<file path="config.mk">
export PLATFORM = sky130hd
export DESIGN_NAME = ism_ram
export DESIGN_NICKNAME = d
export VERILOG_FILES = /design/src/rtl/core/ism_ram.sv
export SDC_FILE = /design/constraint.sdc
export NUM_CORES = 1
export LEC_CHECK = 0
export BUFFER_PORTS_ARGS = -buffer_cell sky130_fd_sc_hd__buf_4
export CAP_MARGIN = 40
export CORE_ASPECT_RATIO = 1.5
export CORE_MARGIN = 3
export CORE_UTILIZATION = 55
export DETAILED_ROUTE_END_ITERATION = 8
export PLACE_DENSITY_LB_ADDON = 0.15
export SYNTH_ARGS = -nofsm -noshare
export SYNTH_HDL_FRONTEND = slang
export SYNTH_SLANG_ARGS = --single-unit
</file>
<file path="constraint.sdc">
create_clock -name clk -period 3.8 [get_ports clk]
set_input_delay 0.76 -clock clk [delete_from_list [all_inputs] [get_ports clk]]
set_output_delay 0.76 -clock clk [all_outputs]
set_load 0.05 [all_outputs]
</file>
<file path="src/rtl/core/ism_ram.sv">
// ----------------------------------------------------------------------------
// ism_ram
// Generic simple dual-port RAM with one write port and a registered read.
// ----------------------------------------------------------------------------
module ism_ram #(
  parameter int WIDTH = 32,
  parameter int DEPTH = 16,
  localparam int AW = (DEPTH > 1) ? $clog2(DEPTH) : 1
) (
  input  logic             clk,
  input  logic             we,
  input  logic [AW-1:0]    waddr,
  input  logic [WIDTH-1:0] wdata,
  input  logic [AW-1:0]    raddr,
  output logic [WIDTH-1:0] rdata
);

  logic [WIDTH-1:0] mem [DEPTH];

  always_ff @(posedge clk) begin
    if (we) begin
      mem[waddr] <= wdata;
    end
    rdata <= mem[raddr];
  end

endmodule

</file>
Yosys cells after proc, flatten, opt, wreduce, memory -nomap -nowiden
Memory sizes are Yosys's and may differ from the RTL's. A register that Yosys moved wholly into a read port is not among the register bits.
Index checks and enable logic that the tools add are counted.
W data, S select, Z words.
{ "totals": {"n_memories": 1, "in_bits": 42, "ff_bits": 0, "mem_bits_rw": 512} }
{ "memory_table": {"columns": ["memory", "depth", "word_bits", "read_ports", "rd_ports_with_merged_regs", "wr", "line_no", "rtl"], "rows": [
  ["mem", 16, 32, 1, 1, 1, "18", "logic [WIDTH-1:0] mem [DEPTH];"]
]} }
{ "classes": {"n_mux": 2} }
{ "op_table": {"columns": ["operator", "count"], "rows": [
  ["$mux W1", 2]
]} }

Longest topological paths before layout
{ "logic_depth": {"depth_word": 2, "ltp_mapped": 5} }

Least setup slack after synthesis
No wires, ideal clock.
{ "synth_timing": {"kind": "input to register", "startpoint": "in waddr[2]", "endpoint": "mem mem[0][0] (enable)", "cell_stages": 2, "t_arrival_ps": 3478, "path_slack_ps": -140, "setup_time_ps": 461, "required_ps": 3339, "path_cell_list": "or3b_2 > nor3_1"} }
{ "synth_rtl": {"columns": ["element", "line_no", "rtl"], "rows": [
  ["start: declaration", "12", "input logic [AW-1:0] waddr,"],
  ["end: declaration", "18", null]
]} }
Straight into the memory's write port.

==> impl_metrics.tcl <==
set metrics [dict create \
    outcome "finished clean" \
    synth_seq_cells 544 \
    cts_tree "yes" \
    finalHoldViolCount 0 \
    ant_nets 0 \
    dr.pass1.iters 5 \
    routed_wl_um 40500 \
    post_cts_buffers 0 \
    start_kind "input port" \
    die-area_um2 38500 \
    grt.total_usage_pct 21.7 \
    rsz0062_at_grt "no" \
    setup_viol 0 \
    grt_max_degree 56 \
    hpwl_um 21800 \
    io_pins 74 \
    synthDistinctLibCells 18 \
    path_buf_inv 2 \
    synthCells 838 \
    fillers 2370 \
    p_leak_nw 7.34 \
    cts_resized 0 \
    synth_area_um2 19900 \
    syn2layout_area_growth_pct 15.0 \
    synth_nets 880 \
    core_um2 35300 \
    crit_path_max_incr_delay_ns 0.55 \
    crit_family "buffers and inverters" \
    drc 0 \
    finalNetCount 994 \
    slew_violations 0 \
    relSlewSlack_pct 43.5 \
    io_buffers 73 \
    crit_required_ns 4.24 \
    grt_pass1_wl_um 61100 \
    fmax_ghz 0.471 \
    yosys_warnings 0 \
    fin_crit_ns 2.12 \
    vias 8984 \
    antenna_found_initial 1 \
    worst_pin_slew_ns 0.848 \
    p_per_area_nw_per_um2 538 \
    dp.cells 1375 \
    arrival_ns 2.56 \
    path_cells "clkbuf_8 > buf_4 > mux4_2 > a22oi_1 > nand2_1" \
    viasPerCell 6.14 \
    worstSetupEndpointType "flip-flop" \
    clock-root-buffer "clkbuf_16" \
    overflow 0 \
    drt_iter0_drc 909 \
    die_w_um 161 \
    fin_skew_ns 0.00960 \
    path_clk_slew_ns 0.07 \
    ir_drop_mv 0.330 \
    clock-sinks 544 \
    ctsHoldBuffers 0 \
    die_h_um 239 \
    post_drt_wl_per_cell_um 27.6 \
    crit_slowest_cell "mux4_2" \
    fin_crit_sh_pct 55.8 \
    clock_path_buffers 3 \
    critical_path_class "input port to flip-flop" \
    drive_gt1_share_pct 32.6 \
    ctsHtreeMaxLevel 2 \
    clk-insertion-delay-late_ns 0.56 \
    yosysSeqAreaShare_pct 80.7 \
    stdcell_count 1464 \
    final.setup.tns_ns 0 \
    grt_pass1_vias 9554 \
    avgSynthCellArea_um2 23.7 \
    crit_fanout 48 \
    rows 84 \
    max_cap_violations 0 \
    gp_congestion 0.725 \
    hp-class "input port to flip-flop" \
    initial_utilization_pct 56.2 \
    numCtsBuffers 48 \
]
Yosys cell counts:
cell	n	area share (%)
a22oi_1	64	2.4
and2_1	1	0.032
buf_1	9	0.17
buf_2	4	0.10
buf_4	11	0.42
buf_6	2	0.11
clkbuf_1	17	0.32
dfxtp_1	32	3.2
edfxtp_1	512	77
mux4_2	128	15
nand2_1	33	0.62
nand2b_1	2	0.063
nand3_1	1	0.025
nand3b_1	2	0.076
nor2_1	13	0.25
nor2b_1	2	0.063
nor3_1	4	0.10
or3b_2	1	0.044
per-layer routing:
layer  track usage [%]  vias up  share of wire, %
met5                 0        -                 0
met4              4.90        0               1.5
met3              4.13       47               6.7
met2              36.5      311                52
met1              30.4     4829                39
li1                  -     3797                 -
per-stage QoR:
step | power [mW] | hold WS, ns | setup slack, ns | utilization (%) | instance area, µm²
3_3_place_gp | 7.61 | 0.645 | 1.07 | 60.2 | 21200
5_1_grt | 12.7 | 0.480 | 1.53 | 64.6 | 22800
3_5_place_dp | 7.64 | 0.659 | 1.06 | 60.2 | 21300
2_1_floorplan | 7.33 | 0.635 | 0.161 | - | 19900
6_report | 12.3 | 0.491 | 1.68 | 64.6 | 22800
4_1_cts | 12.4 | 0.465 | 1.64 | 64.6 | 22800
final cells by class:
type	count	area [µm²]	area share (%)
clock inverters	27	263	1.15
repair buffers	107	905	3.96
clock buffers	61	1300	5.70
multi-input cells	251	3750	16.4
well taps	473	592	2.59
flip-flops and latches	544	16000	70.2
diodes	1	2.50	0.0110
report_power, final:
part | internal [mW] | switching [mW]
Clock | 2.76 | 2.03
Combinational | 0.283 | 0.466
Sequential | 6.70 | 0.0416
Total | 9.75 | 2.53
final timing paths:
path | start | endpoint | slack (ns) | cells after the start
worst max-delay path | raddr[0] | rdata[29]$_DFF_P_ | 1.68 | 5
worst max register to register | mem[3][5]$_DFFE_PP_ | rdata[5]$_DFF_P_ | 2.44 | 3
worst min register to register | mem[4][30]$_DFFE_PP_ | rdata[30]$_DFF_P_ | 0.67 | 3
worst min-delay path | wdata[19] | mem[9][19]$_DFFE_PP_ | 0.49 | 1
layout by cell type, fill, tap and decap left out, types with 2 or more instances in the layout:
cell / netlist / layout
a22oi_1: 64 / 64
buf_12: 0 / 7
buf_4: 11 / 98
bufinv_16: 0 / 5
clkbuf_1: 17 / 9
clkbuf_16: 0 / 49
clkbuf_8: 0 / 4
clkinv_1: 0 / 11
clkinv_2: 0 / 6
clkinvlp_4: 0 / 4
dfxtp_1: 32 / 32
edfxtp_1: 512 / 512
mux4_2: 128 / 128
nand2_1: 33 / 33
nand2b_1: 2 / 2
nand3b_1: 2 / 2
nor2_4: 0 / 12
nor2b_4: 0 / 2
nor3_2: 0 / 3
worst register-to-register path: stages, from the launching register on:
cell	delay, ns
edfxtp_1	0.38
mux4_2	0.47
a22oi_1	0.27
nand2_1	0.11
registers in the layout (all words and copies together), names as in the netlist:
| register | count |
|---|---|
| rdata | 32 |
| mem | 512 |
logic make-up (layout without fill, tap and decap cells):
logic type,after synthesis,in the layout,synth area share (%)
other,0,1,0
multiplexers,128,128,14.5
flip-flops,544,544,80.7
AND/OR/NAND/NOR,59,59,1.27
buffers and inverters,43,195,1.12
AO/OA/AOI/OAI,64,64,2.42
No activity file was read; power rests on OpenSTA's default activity.
